--- src/sv/pfs_pkg.sv ---
// Shared types and constants for the pixel fade step block.
// No dependencies; compiled first.
package pfs_pkg;

    localparam int VALUE_W    = 8;
    localparam int DURATION_W = 16;
    localparam int BYTE_MAX   = 255;
    localparam int BYTE_SIZE  = 256;
    localparam int STEP_MS    = 20;

    // Durations at or above this saturate the step total at BYTE_MAX
    localparam int SAT_DURATION = STEP_MS * BYTE_SIZE;

    // duration / 20 == (duration * 0xCCCD) >> 20 for every 16-bit duration
    localparam int DIV20_RECIP = 52429;
    localparam int DIV20_SHIFT = 20;

    // One quotient bit per divider iteration
    localparam int DIV_STEPS = VALUE_W;
    localparam int CNT_W     = $clog2(DIV_STEPS);

    typedef enum logic [1:0] {
        ST_IDLE,
        ST_DIV,
        ST_WB
    } t_pfs_state;

    // Commands from the controller to the datapath
    typedef struct packed {
        logic load;
        logic iterate;
        logic commit;
    } t_pfs_cmd;

endpackage

--- src/sv/pfs_if.sv ---
// Valid/ready channel interfaces for the input and result words.
// Depends on pfs_pkg for field widths.
interface pfs_in_if;
    logic                           valid;
    logic                           ready;
    logic [pfs_pkg::VALUE_W-1:0]    current_value;
    logic [pfs_pkg::VALUE_W-1:0]    target_value;
    logic                           enabled;
    logic                           frame_last;

    modport source (output valid, current_value, target_value, enabled, frame_last,
                    input ready);
    modport sink   (input valid, current_value, target_value, enabled, frame_last,
                    output ready);
endinterface

interface pfs_out_if;
    logic                           valid;
    logic                           ready;
    logic [pfs_pkg::VALUE_W-1:0]    new_value;
    logic                           finished;

    modport source (output valid, new_value, finished, input ready);
    modport sink   (input valid, new_value, finished, output ready);
endinterface

--- src/sv/pfs_ctrl.sv ---
// Controller state machine: sequences load, divide iterations and write-back.
// Depends on pfs_pkg for the state enum and command struct.
module pfs_ctrl (
    input  logic                i_clk,
    input  logic                i_rst_n,
    input  logic                i_in_valid,
    output logic                o_in_ready,
    input  logic                i_out_ready,
    output logic                o_out_valid,
    output pfs_pkg::t_pfs_cmd   o_cmd
);
    import pfs_pkg::*;

    t_pfs_state         r_state;
    t_pfs_state         n_state;
    logic [CNT_W-1:0]   r_cnt;
    logic [CNT_W-1:0]   n_cnt;
    logic               r_out_valid;
    logic               n_out_valid;
    logic               out_free;

    assign out_free = !r_out_valid || i_out_ready;

    // Next state
    always_comb begin
        n_state = r_state;
        n_cnt   = r_cnt;
        case (r_state)
            ST_IDLE: begin
                n_cnt = '0;
                if (i_in_valid) begin
                    n_state = ST_DIV;
                end
            end
            ST_DIV: begin
                n_cnt = r_cnt + 1'b1;
                if (r_cnt == CNT_W'(DIV_STEPS - 1)) begin
                    n_state = ST_WB;
                end
            end
            ST_WB: begin
                if (out_free) begin
                    n_state = ST_IDLE;
                end
            end
            default: begin
                n_state = ST_IDLE;
            end
        endcase
    end

    // Outputs
    always_comb begin
        o_in_ready    = 1'b0;
        o_cmd         = '0;
        case (r_state)
            ST_IDLE: begin
                o_in_ready = 1'b1;
                o_cmd.load = i_in_valid;
            end
            ST_DIV: begin
                o_cmd.iterate = 1'b1;
            end
            ST_WB: begin
                o_cmd.commit = out_free;
            end
            default: begin
                o_cmd = '0;
            end
        endcase
    end

    // Hold the result word until it is taken
    always_comb begin
        n_out_valid = r_out_valid;
        if (o_cmd.commit) begin
            n_out_valid = 1'b1;
        end else if (i_out_ready) begin
            n_out_valid = 1'b0;
        end
    end

    always_ff @(posedge i_clk) begin
        if (!i_rst_n) begin
            r_state     <= ST_IDLE;
            r_cnt       <= '0;
            r_out_valid <= 1'b0;
        end else begin
            r_state     <= n_state;
            r_cnt       <= n_cnt;
            r_out_valid <= n_out_valid;
        end
    end

    assign o_out_valid = r_out_valid;

endmodule

--- src/sv/pfs_dp.sv ---
// Datapath: step counter, step total, restoring divider and output register.
// Depends on pfs_pkg; driven by commands from pfs_ctrl.
module pfs_dp (
    input  logic                            i_clk,
    input  logic                            i_rst_n,
    input  pfs_pkg::t_pfs_cmd               i_cmd,
    input  logic                            i_cfg_we,
    input  logic [pfs_pkg::DURATION_W-1:0]  i_cfg_wdata,
    input  logic [pfs_pkg::VALUE_W-1:0]     i_current_value,
    input  logic [pfs_pkg::VALUE_W-1:0]     i_target_value,
    input  logic                            i_enabled,
    input  logic                            i_frame_last,
    output logic [pfs_pkg::VALUE_W-1:0]     o_new_value,
    output logic                            o_finished
);
    import pfs_pkg::*;

    localparam int PROD_W = 2 * DURATION_W;

    logic [VALUE_W-1:0]     r_total;
    logic [VALUE_W-1:0]     r_step;
    logic [VALUE_W-1:0]     n_step;
    logic [VALUE_W-1:0]     n_total_cfg;
    logic [PROD_W-1:0]      cfg_prod;

    logic                   neg;
    logic [VALUE_W-1:0]     mag;
    logic [VALUE_W-1:0]     remaining;
    logic                   quot_case;

    logic [VALUE_W-1:0]     r_cur;
    logic                   r_neg;
    logic                   r_move;
    logic                   r_quot_case;
    logic                   r_fin;
    logic [VALUE_W-1:0]     r_quo;
    logic [VALUE_W-1:0]     r_rem;
    logic [VALUE_W-1:0]     r_dvs;
    logic [VALUE_W:0]       shifted;
    logic [VALUE_W:0]       trial;
    logic                   fits;
    logic [VALUE_W-1:0]     move_amt;
    logic [VALUE_W-1:0]     n_value;
    logic [VALUE_W-1:0]     r_out_value;
    logic                   r_out_fin;

    // Step total from the written duration: saturate, else divide by 20
    assign cfg_prod = PROD_W'(i_cfg_wdata) * PROD_W'(DIV20_RECIP);
    always_comb begin
        if (i_cfg_wdata >= DURATION_W'(SAT_DURATION)) begin
            n_total_cfg = VALUE_W'(BYTE_MAX);
        end else begin
            n_total_cfg = cfg_prod[DIV20_SHIFT +: VALUE_W];
        end
    end

    // Advance step, saturating at the top
    assign n_step = (r_step == VALUE_W'(BYTE_MAX)) ? r_step : r_step + 1'b1;

    always_ff @(posedge i_clk) begin
        if (!i_rst_n) begin
            r_total <= VALUE_W'(BYTE_MAX);
            r_step  <= '0;
        end else if (i_cfg_we) begin
            r_total <= n_total_cfg;
            r_step  <= '0;
        end else if (i_cmd.load && i_frame_last) begin
            r_step  <= n_step;
        end
    end

    // Distance, steps left, and which division the word needs
    assign neg       = i_current_value > i_target_value;
    assign mag       = neg ? i_current_value - i_target_value
                           : i_target_value - i_current_value;
    assign remaining = (r_total > r_step) ? r_total - r_step : VALUE_W'(1);
    assign quot_case = remaining <= mag;

    // One restoring divide step
    assign shifted = {r_rem, r_quo[VALUE_W-1]};
    assign trial   = shifted - {1'b0, r_dvs};
    assign fits    = shifted >= {1'b0, r_dvs};

    always_ff @(posedge i_clk) begin
        if (i_cmd.load) begin
            r_cur       <= i_current_value;
            r_neg       <= neg;
            r_move      <= i_enabled && (mag != '0);
            r_quot_case <= quot_case;
            r_fin       <= i_frame_last && (n_step >= r_total);
            r_quo       <= quot_case ? mag : remaining;
            r_dvs       <= quot_case ? remaining : mag;
            r_rem       <= '0;
        end else if (i_cmd.iterate) begin
            r_quo <= {r_quo[VALUE_W-2:0], fits};
            r_rem <= fits ? trial[VALUE_W-1:0] : shifted[VALUE_W-1:0];
        end
    end

    // Quotient moves directly; otherwise one unit when the remainder is zero
    always_comb begin
        if (r_quot_case) begin
            move_amt = r_quo;
        end else begin
            move_amt = VALUE_W'(r_rem == '0);
        end
        if (!r_move) begin
            n_value = r_cur;
        end else if (r_neg) begin
            n_value = r_cur - move_amt;
        end else begin
            n_value = r_cur + move_amt;
        end
    end

    always_ff @(posedge i_clk) begin
        if (i_cmd.commit) begin
            r_out_value <= n_value;
            r_out_fin   <= r_fin;
        end
    end

    assign o_new_value = r_out_value;
    assign o_finished  = r_out_fin;

endmodule

--- src/sv/pixel_fade_step.sv ---
// Pixel fade step top level: one channel word in, one faded word out.
// Each word is accepted, then runs the divider, one iteration per quotient bit,
// then write-back; the next word is accepted only after write-back, which waits
// while the previous result has not been taken.
// Synchronous active-low reset: step counter 0, step total 255
// (duration 5120), no result pending. Depends on pfs_pkg, pfs_if, pfs_ctrl, pfs_dp.
module pixel_fade_step (
    input  logic                            i_clk,
    input  logic                            i_rst_n,
    input  logic                            i_cfg_we,
    input  logic [pfs_pkg::DURATION_W-1:0]  i_cfg_wdata,
    pfs_in_if.sink                          i_in,
    pfs_out_if.source                       o_out
);
    import pfs_pkg::*;

    t_pfs_cmd cmd;

    // Sequence each word
    pfs_ctrl u_ctrl (
        .i_clk       (i_clk),
        .i_rst_n     (i_rst_n),
        .i_in_valid  (i_in.valid),
        .o_in_ready  (i_in.ready),
        .i_out_ready (o_out.ready),
        .o_out_valid (o_out.valid),
        .o_cmd       (cmd)
    );

    // Compute the faded value and step state
    pfs_dp u_dp (
        .i_clk           (i_clk),
        .i_rst_n         (i_rst_n),
        .i_cmd           (cmd),
        .i_cfg_we        (i_cfg_we),
        .i_cfg_wdata     (i_cfg_wdata),
        .i_current_value (i_in.current_value),
        .i_target_value  (i_in.target_value),
        .i_enabled       (i_in.enabled),
        .i_frame_last    (i_in.frame_last),
        .o_new_value     (o_out.new_value),
        .o_finished      (o_out.finished)
    );

`ifndef SYNTH
    // Only one word in flight: no accept right after an accept
    a_no_back_to_back: assert property (@(posedge i_clk) disable iff (!i_rst_n)
        (i_in.valid && i_in.ready) |=> !i_in.ready)
        else $error("input accepted while divider busy");

    // Write-back always presents a result next cycle
    a_commit_valid: assert property (@(posedge i_clk) disable iff (!i_rst_n)
        cmd.commit |=> o_out.valid)
        else $error("commit did not raise result valid");

    // Divider never runs while the input side is open, nor alongside a load or commit
    a_iter_excl: assert property (@(posedge i_clk) disable iff (!i_rst_n)
        cmd.iterate |-> (!i_in.ready && !cmd.load && !cmd.commit))
        else $error("divider iteration overlaps load or commit");

    // A pending result that is not taken is never overwritten
    a_hold_result: assert property (@(posedge i_clk) disable iff (!i_rst_n)
        (o_out.valid && !o_out.ready) |-> !cmd.commit)
        else $error("result overwritten while stalled");
`endif

endmodule

--- src/flat_wrapper.sv ---
// flat-port wrapper written by rule: the top's interface ports become plain ports
module pixel_fade_step_flat import pfs_pkg::*;
  (i_clk, i_rst_n, i_cfg_we, i_cfg_wdata, i_in_valid, i_in_current_value, i_in_target_value, i_in_enabled, i_in_frame_last, i_in_ready, o_out_valid, o_out_new_value, o_out_finished, o_out_ready);
  pfs_in_if i_in_i ();
  pfs_out_if o_out_i ();
  input  logic i_clk;
  input  logic i_rst_n;
  input  logic i_cfg_we;
  input  logic [pfs_pkg::DURATION_W-1:0] i_cfg_wdata;
  input wire logic [$bits(i_in_i.valid)-1:0] i_in_valid;
  input wire logic [$bits(i_in_i.current_value)-1:0] i_in_current_value;
  input wire logic [$bits(i_in_i.target_value)-1:0] i_in_target_value;
  input wire logic [$bits(i_in_i.enabled)-1:0] i_in_enabled;
  input wire logic [$bits(i_in_i.frame_last)-1:0] i_in_frame_last;
  output wire logic [$bits(i_in_i.ready)-1:0] i_in_ready;
  output wire logic [$bits(o_out_i.valid)-1:0] o_out_valid;
  output wire logic [$bits(o_out_i.new_value)-1:0] o_out_new_value;
  output wire logic [$bits(o_out_i.finished)-1:0] o_out_finished;
  input wire logic [$bits(o_out_i.ready)-1:0] o_out_ready;
  assign i_in_i.valid = i_in_valid;
  assign i_in_i.current_value = i_in_current_value;
  assign i_in_i.target_value = i_in_target_value;
  assign i_in_i.enabled = i_in_enabled;
  assign i_in_i.frame_last = i_in_frame_last;
  assign i_in_ready = i_in_i.ready;
  assign o_out_valid = o_out_i.valid;
  assign o_out_new_value = o_out_i.new_value;
  assign o_out_finished = o_out_i.finished;
  assign o_out_i.ready = o_out_ready;
  pixel_fade_step u_core (.i_clk(i_clk), .i_rst_n(i_rst_n), .i_cfg_we(i_cfg_we), .i_cfg_wdata(i_cfg_wdata), .i_in(i_in_i), .o_out(o_out_i));
endmodule
--- config.mk ---
export PLATFORM = sky130hd
export DESIGN_NAME = pixel_fade_step_flat
export DESIGN_NICKNAME = d
export VERILOG_FILES = /design/src/sv/pfs_pkg.sv /design/src/sv/pfs_if.sv /design/src/sv/pfs_ctrl.sv /design/src/sv/pfs_dp.sv /design/src/sv/pixel_fade_step.sv /design/src/flat_wrapper.sv
export SDC_FILE = /design/constraint.sdc
export NUM_CORES = 1
export LEC_CHECK = 0
export BUFFER_PORTS_ARGS = -buffer_cell sky130_fd_sc_hd__buf_2
export CAP_MARGIN = 20
export CORE_UTILIZATION = 60
export CTS_CLUSTER_DIAMETER = 30
export DETAILED_ROUTE_END_ITERATION = 6
export PLACE_DENSITY = 0.74
export SYNTH_ARGS = -nofsm -noshare
export SYNTH_HDL_FRONTEND = slang
export SYNTH_HIERARCHICAL = 1
export SYNTH_SLANG_ARGS = --single-unit
--- constraint.sdc ---
create_clock -name i_clk -period 7.3 [get_ports i_clk]
set_input_delay 0.365 -clock i_clk [delete_from_list [all_inputs] [get_ports i_clk]]
set_output_delay 0.365 -clock i_clk [all_outputs]
set_load 0.005 [all_outputs]
==> results of run 1 <==
[sequential cells by signal, summed over array words and instances (netlist names), 3 cells and up]
signal                   cells
u_core/u_dp/r_dvs            8
u_core/u_dp/r_rem            8
u_core/u_dp/r_total          8
u_core/u_dp/r_step           8
u_core/u_ctrl/r_cnt          3
u_core/u_dp/r_quo            8
u_core/u_dp/r_cur            8
u_core/u_dp/o_new_value      8
[critical path, cell delays in order]
cell and delay, ns:
buf_2 0.15, inv_1 0.09, ha_1 0.36, fa_1 0.55
inv_1 0.06, fa_1 0.52, fa_1 0.55, inv_1 0.05
fa_1 0.52, inv_1 0.05, fa_1 0.54, inv_1 0.04
ha_1 0.32, a21oi_1 0.17, o31ai_1 0.09, a31oi_1 0.14
o41ai_1 0.10, buf_4 0.17, a22o_1 0.23, a41oi_1 0.26
mux2i_1 0.10, a311oi_1 0.23
[kinds of logic after synthesis]
group	after synthesis	share of synthesized area
fa+ha+maj	258	0.416
buf+inv	259	0.106
mux	28	0.0319
xor+xnor	42	0.0396
flops	67	0.184
simple gates	199	0.106
compound gates	164	0.117
[path summary, 6_finish.rpt]
| kind | slack, ns | from | endpoint |
|---|---|---|---|
| worst min-delay path | 0.23 | i_in_current_value[7] | u_core/u_dp/r_cur[7]$_DFFE_PP_ |
| worst min register to register | 0.48 | u_core/u_ctrl/r_cnt[2]$_SDFFE_PN0P_ | u_core/u_ctrl/r_cnt[2]$_SDFFE_PN0P_ |
| worst max-delay path | 1.88 | i_cfg_wdata[8] | u_core/u_dp/r_total[7]$_SDFFE_PN1P_ |
| worst max register to register | 2.84 | u_core/u_dp/r_step[0]$_SDFFE_PP0P_ | u_core/u_dp/r_quo[1]$_DFFE_PP_ |
[layout by cell type, fill, tap and decap left out, types with 5 or more instances in the layout]
master	instances
a21o_1	18
and3_1	5
clkbuf_16	9
mux2_2	8
a21boi_0	7
nor2b_1	10
nor2_1	57
o21ai_0	31
buf_2	49
nand2b_1	11
dfxtp_1	30
mux2i_1	18
nand2_1	52
ha_1	173
a211oi_1	10
or2_2	5
nor3_1	7
xor2_1	17
nand3_1	12
xnor2_1	25
inv_1	241
nand4_1	14
o21a_1	6
fa_1	85
edfxtp_1	37
a21oi_1	50
[per-stage QoR]
step                hold WS [ns]  power (mW)  instance area (sq um)   util  cells
floorplan                  0.400        2.41                   9300      -   1017
global placement           0.460        2.89                   9730  0.642   1241
detailed placement         0.473        2.95                   9730  0.642   1241
CTS                        0.211        3.43                  10000  0.663   1257
global route               0.218        3.84                  10000  0.663   1257
finish                     0.225        3.41                  10000  0.663   1257
[area by class of cell]
class                   instances  area share
flip-flops and latches         67       0.170
clock buffers                  10      0.0228
well taps                     188      0.0234
clock inverters                 6     0.00798
inverters                     242      0.0905
multi-input cells             691       0.657
repair buffers                 53      0.0274
[layer usage]
layer	global-route usage	wire length, microns	share of wire
met1	0.362	9210	0.47
met2	0.458	9310	0.47
met3	0.0325	784	0.040
met4	0.0843	402	0.020
met5	0	0	0
[power groups by stage]
stage	combinational, mW	sequential [mW]	clock (mW)
after global placement	2.34	0.553	0
final	2.41	0.548	0.451
after detailed placement	2.40	0.555	0
after global routing	2.81	0.557	0.473
after CTS	2.42	0.548	0.462
after floorplan	1.88	0.530	0
==> flow_results.org, run 1 <==
** Run status
- Outcome :: finished with violations
- Failing checks :: design-rule violations

** Synthesis
- The synthesized design contains 37 enable-type register cells.
- By instance count, the leading cell after synthesis is inv_1.
- Async set-or-reset flop fraction in the synthesized netlist :: 0
- Synth top area cells :: ha_1 (23%), fa_1 (18%), edfxtp_1 (12%)
- Number of distinct library cells after synthesis :: 73
- Proportion of synthesized chip area in sequential cells :: 0.184
- Counting every net in the synthesized netlist gives 1,314.
- Leading post-synthesis cells by instance count :: inv_1 (241), ha_1 (173), fa_1 (85)
- After synthesis the netlist holds a flip-flop and latch count of 67.
- Number of instances in the synthesized netlist :: 1,017
- Area share of the largest cell type after synthesis :: 0.233
- Dominant cell type by area after synthesis :: ha_1
- A synthesized cell averages 9.14 sq um.
- YS warnings :: 6
- Cell Area, Synth :: ~0.0093 sq mm
- In the synthesized netlist the dominant register cell turns out to be edfxtp_1.

** Final layout
- The filler cells instantiated in the layout total about 1.2k.
- Registers take 0.00171 sq mm.
- Area delta synth->final :: 7.98%
- Final #Nets :: 1,361
- The number of antenna diodes in the final layout is 0.
- In the final layout, the share of cells above drive strength 1 is 0.0851.
- Multi-input gate area :: roughly 0.0066 sq mm

** Timing
- Headroom to the max-slew limit :: 0.429
- Setup repair after global routing missed its margin :: no
- The max-slew violation count came to 0.
- Subtracting the final worst setup slack from the clock period gives 5.42 ns.
- Setup violation total in the final timing report :: 0
- Adding up every negative setup slack in the final design gives 0 ns.
- F_max :: 185 MHz
- The final count of hold timing violations came to 0.
- At the pin with the least slew margin, the transition time is 0.855 ns.
- Tcrit/Tclk final :: 0.742
- Once routing completed, OpenROAD measured the worst setup slack at about 1.9 ns.
- The clock arrives with 0.00539 ns of skew.

** Critical path
- By startpoint and endpoint, the worst setup path is classified as in -> reg.
- Of all nets on the critical path, the largest fanout is 5.
- Data on the critical path is required at its endpoint by around 7.6 ns.
- The worst setup path is launched from an input port.
- Arrival time of the worst setup path :: 5.66 ns
- CP endpoint kind :: register
- Measured in cells, the most critical reg-to-reg path has a length of 19.

** Routing
- Wirelength per Cell :: 15.7 microns
- The detail route stage leaves a number of antenna-violating nets equal to 0.
- Via count :: 6,956
- DR iter-0 viols :: 543
- DR DRC count :: 2
- The final layout contains routed wiring with a total length of roughly 20,000 microns.
- First-pass iteration count of the detailed router :: 7
- Average vias per placed instance :: about 5.5

** Clocking
- The H-tree was split into 3 levels.
- Counting along the longest clock path gives a buffer depth of 2.
- Clock tree synthesis found a total of 67 sinks.
- Once the clock tree was built, the setup fixing pass inserted 0 buffers.
- In this run, post-CTS repair resized a total of 0 instances.
- TritonCTS clock tree :: yes
- CTS clock-pin slew for the worst setup and hold paths :: 0.05 ns
- Clock Tree Root :: clkbuf_16
- Number of buffers added by the clock tree synthesis step :: 9
- Buffers inserted to repair hold after CTS numbered 0.
- Clock insertion delay at the later pin of the skew report :: approximately 0.34 ns

** Place
- Summed over all nets, the half-perimeter wirelength after detailed placement is 16,500 microns.
- Port buffering added 49 buffers.
- RD Place Congestion :: 0.958
- At the placement stage, the worst setup path has a slack of 1.55 ns.

** Floorplan
- The total area inside the core boundary comes to 0.0151 sq mm.
- Pin placement for this block handled 50 I/O pins.
- Die width :: 126 microns
- Rows :: 45
- The initial utilization of the core area, before any placement, comes to 0.614.
- The die is 126 microns tall.
- The floorplan step defined a die boundary enclosing 0.0160 sq mm.

** Pwr
- For this design the static power due to leakage is 5.19 nW.
- Net switching component of the power :: 1.55 mW
- Of the total power, the share spent switching nets is 0.454.
- Sequential power share :: 0.161
- Power density relative to cell area :: 339 mW/mm^2
- The share of total power dissipated in the clock network is 0.132.
- Worst VDD drop :: 0.000241 V
- Of the total power, combinational logic draws 0.707.
- Cell internal power was estimated by the tool at 1.86 mW.

** Global routing
- Total congestion overflow :: 0
- The initial antenna violation count was 0.
- Maximum number of pins on one net before global-route repair :: 46
- For this run, the total global-route usage over all layers was measured as 0.270.
- The via count of the first global-routing pass came to 7,105.
- The first global-routing pass estimated 33,700 microns of wire.

** Min path
- Worst min-delay path class :: in -> reg
- Along the worst hold path, the cell count comes to 1.

** Flow run
- Max-cap violations in this run came to 0.
No activity file was read; power rests on OpenSTA's default activity.
==> inputs of run 2 (changes only) <==
--- a/config.mk
+++ b/config.mk
@@ -7,10 +7,10 @@
 export LEC_CHECK = 0
 export BUFFER_PORTS_ARGS = -buffer_cell sky130_fd_sc_hd__buf_2
 export CAP_MARGIN = 20
-export CORE_UTILIZATION = 60
+export CORE_UTILIZATION = 58
 export CTS_CLUSTER_DIAMETER = 30
 export DETAILED_ROUTE_END_ITERATION = 6
-export PLACE_DENSITY = 0.74
+export PLACE_DENSITY = 0.75
 export SYNTH_ARGS = -nofsm -noshare
 export SYNTH_HDL_FRONTEND = slang
 export SYNTH_HIERARCHICAL = 1
==> constraint.sdc (replaced) <==
create_clock -name i_clk -period 4.9 [get_ports i_clk]
set_input_delay 0.245 -clock i_clk [delete_from_list [all_inputs] [get_ports i_clk]]
set_output_delay 0.245 -clock i_clk [all_outputs]
set_load 0.005 [all_outputs]
==> run 2 against run 1 <==
Compared with the run above: the run now ends clean; combinational power is 87% higher; hold slack worse by 0.12 ns; global-route usage is 0.25 points lower; routed wire length is 7.5% higher; first-iteration DRC count is 14% lower; largest power group unchanged; sequential cell count stayed put; clock power is 34% higher; clock skew is 0.0069 ns higher; highest routed layer unchanged; register-to-register slack worse by 2.5 ns.
==> flow_results.org, run 2 (synthesized netlist as in run 1, its figures left out) <==
** Place
- Placed instance count :: 1,324
- Input and output buffers added on the ports amount to 49.
- Summed over all nets, the half-perimeter wirelength after detailed placement is 17,100 microns.
- At the end of routability-driven placement, the weighted congestion stood at about 0.94.

** Floorplan
- The initial utilization of the core area, before any placement, comes to 0.603.
- Y dimension of the die :: 129 microns
- Number of top-level pins :: 50
- Rows :: 45
- Die ar. :: 0.0165 sq mm
- Die width :: 129 microns
- The region available for standard cell placement spans 0.0154 sq mm.

** Clocking
- CTS built an H-tree with a depth of 3.
- CTS clock-pin slew for the worst setup and hold paths :: 0.06 ns
- Clock Tree Root :: clkbuf_16
- Buffers inserted during clock tree synthesis total 9.
- No sink is reached through more buffers than the 2 on the longest clock path.
- CTS saw 67 sinks.
- After clock tree synthesis, the flow added hold-fix buffers numbering 0.
- For the worst-skew pair, the clock arrives at the later sink with an insertion delay of 0.33 ns.
- TritonCTS clock tree :: yes

** Flow run
- Max-cap violations in this run came to 0.

** Timing
- F_max :: 206 MHz
- The max-slew violation count was 0.
- Across all hold checks on the routed design, the worst slack comes to 0.106 ns.
- For the pin with the worst max-slew slack, the measured transition is between 1 and 1.5 ns.
- Setup violations remaining at the end of the flow were counted as 0.
- Time the final worst path needs with I/O delays and setup :: ~4.8 ns
- Setup repair after global routing missed its margin :: yes
- Dividing the final minimum period by the clock period gives 0.990.
- In this run the tightest slew margin relative to its limit is 0.310.
- The final count of hold timing violations came to 0.
- The clock arrives with 0.0123 ns of skew.

** Final layout
- The filler cells instantiated in the layout total between 1k and 1.5k.
- Of the cells placed in the final design, the portion with a size suffix greater than 1 is 0.173.
- Measured on the finished design, the core utilization comes to 0.702.
- Final #Nets :: 1,427
- The count of cells in the finished layout, fillers not included, comes to 1,346.
- Inserted Diodes :: 0
- Leaving out fill and tap cells, the most frequent cell in the layout is inv_1.
- In the layout the commonest cells are inv_1 (227), ha_1 (158), fa_1 (85), buf_4 (72), nor2_1 (57).
- From synthesis to final layout, the design area changed by 16.4%.

** Routing
- Average vias per placed instance :: about 5.5
- Detailed routing inserted a total of 7,341 vias.
- DR iter-0 viols :: 468
- DRT Wirelength :: 21,200 microns
- Once detail routing completed, the nets flagged for antenna violations numbered 0.
- In the routed design, unresolved DRC markers number 0.
- In the final routed layout, each cell accounts on average for 15.7 microns.
- Before antenna repair, the detailed router went through 5 iterations.

** Global routing
- After global routing the overflow that remains totals 0.
- Global-route wire length before repair :: 34,100 microns
- The initial antenna violation count came to 0.
- Vias in the first global route :: approximately 7.3k
- Maximum number of pins on one net before global-route repair :: 25
- Global-route usage over all layers :: 0.268

** Critical path
- The worst setup path is captured at a register.
- Origin of the critical flop-to-flop path :: u_core/u_dp/r_total[0]$_SDFFE_PN1P_
- Largest driver fanout on the critical path :: 5
- Worst path slowest cell :: fa_1
- For the worst setup path, the data arrival time is 5.09 ns.
- STA classifies the critical path startpoint as an input port.
- The worst register-to-register path has a depth of 19.
- Worst path cell trace :: buf_2, clkinvlp_4, ha_4, fa_1, inv_1, fa_1, fa_1, inv_1, fa_1, inv_2, fa_1, inv_1, ha_4, nand2_4, o31ai_4, a31oi_4, o41ai_4, a22o_1, a41oi_2, mux2i_1, a311oi_1
- Endpoint of the worst register-to-register path :: u_core/u_dp/r_quo[5]$_DFFE_PP_
- For the worst setup path, the data required time is slightly above 5 ns.
- Setup Crit Path Kind :: in -> reg
- Most common cell on crit path :: fa_1
- Worst setup slack for register-to-register paths :: 0.36 ns
- The largest single stage delay on the critical path is 0.53 ns.

** Min path
- Hold Path Depth :: 1
- Launch point of the worst hold path :: i_in_current_value[7]
- In this run the worst hold path is classified as in -> reg.
- Hold path endpoint :: u_core/u_dp/r_cur[7]$_DFFE_PP_

** Pwr
- Standby leakage power :: ~5.5 nW
- Power density relative to cell area :: between 500 and 600 mW/mm^2
- The design draws 5.93 mW.
- Worst VDD drop :: 0.000663 V

** Run status
- Outcome :: finished, final reports clean
-- run 2: worst max path at each step --
stage                                     endpoint  slack, ns  depth (start not counted)            start
4_1_cts        u_core/u_dp/r_total[7]$_SDFFE_PN1P_      0.002                         22  i_cfg_wdata[10]
6_report       u_core/u_dp/r_total[7]$_SDFFE_PN1P_       0.05                         21   i_cfg_wdata[9]
2_1_floorplan  u_core/u_dp/r_total[7]$_SDFFE_PN1P_     0.0009                         19   i_cfg_wdata[7]
5_1_grt        u_core/u_dp/r_total[7]$_SDFFE_PN1P_      -0.14                         21   i_cfg_wdata[9]
3_3_place_gp   u_core/u_dp/r_total[5]$_SDFFE_PN1P_      -0.28                         21   i_cfg_wdata[7]
3_5_place_dp   u_core/u_dp/r_total[7]$_SDFFE_PN1P_      -0.35                         21   i_cfg_wdata[7]
-- run 2: timing repair --
item / in CTS / in global routing
pin swaps: 14 / 19
buffers inserted: 3 / 3
hold endpoints to repair: 0 / 0
setup endpoints to repair: 3 / 7
gates resized for setup: 13 / 24
-- run 2: cell type report --
class,count,area (sq um),share of cell area
clock buffers,10,239,0.0221
clock inverters,6,38.8,0.00358
inverters,242,916,0.0846
multi-input cells,691,6870,0.634
flip-flops and latches,67,1710,0.158
well taps,211,264,0.0244
repair buffers,119,791,0.0730
-- run 2: metal layers --
layer | wire (microns) | share of wire | GRT usage
met1 | 9370 | 0.44 | 0.341
met2 | 10500 | 0.49 | 0.472
met3 | 874 | 0.041 | 0.0416
met4 | 478 | 0.023 | 0.0727
met5 | 0 | 0 | 0
-- run 2: metrics by stage --
step / worst slack, ns / TNS (ns) / instance area [sq um]
6_report: 0.0513 / 0 / 10800
5_1_grt: -0.139 / -0.199 / 10800
4_1_cts: 0.00224 / 0 / 10700
3_5_place_dp: -0.353 / -2.17 / 10300
3_3_place_gp: -0.277 / -1.57 / 10300
2_1_floorplan: 0.000862 / 0 / 9380
-- run 2: worst max-delay path: cells and delay by family --
family          cells  cell delay, ns
compound gates      6            1.10
fa+ha+maj           7            3.09
buf+inv             6            0.45
mux                 1            0.14
simple gates        1            0.07
-- run 2: report_power, final --
part	leakage (nW)	switching (mW)	internal [mW]
clock	0.143	0.248	0.356
sequential	0.591	0.0873	0.730
combinational	4.79	2.41	2.10
total	5.52	2.74	3.19
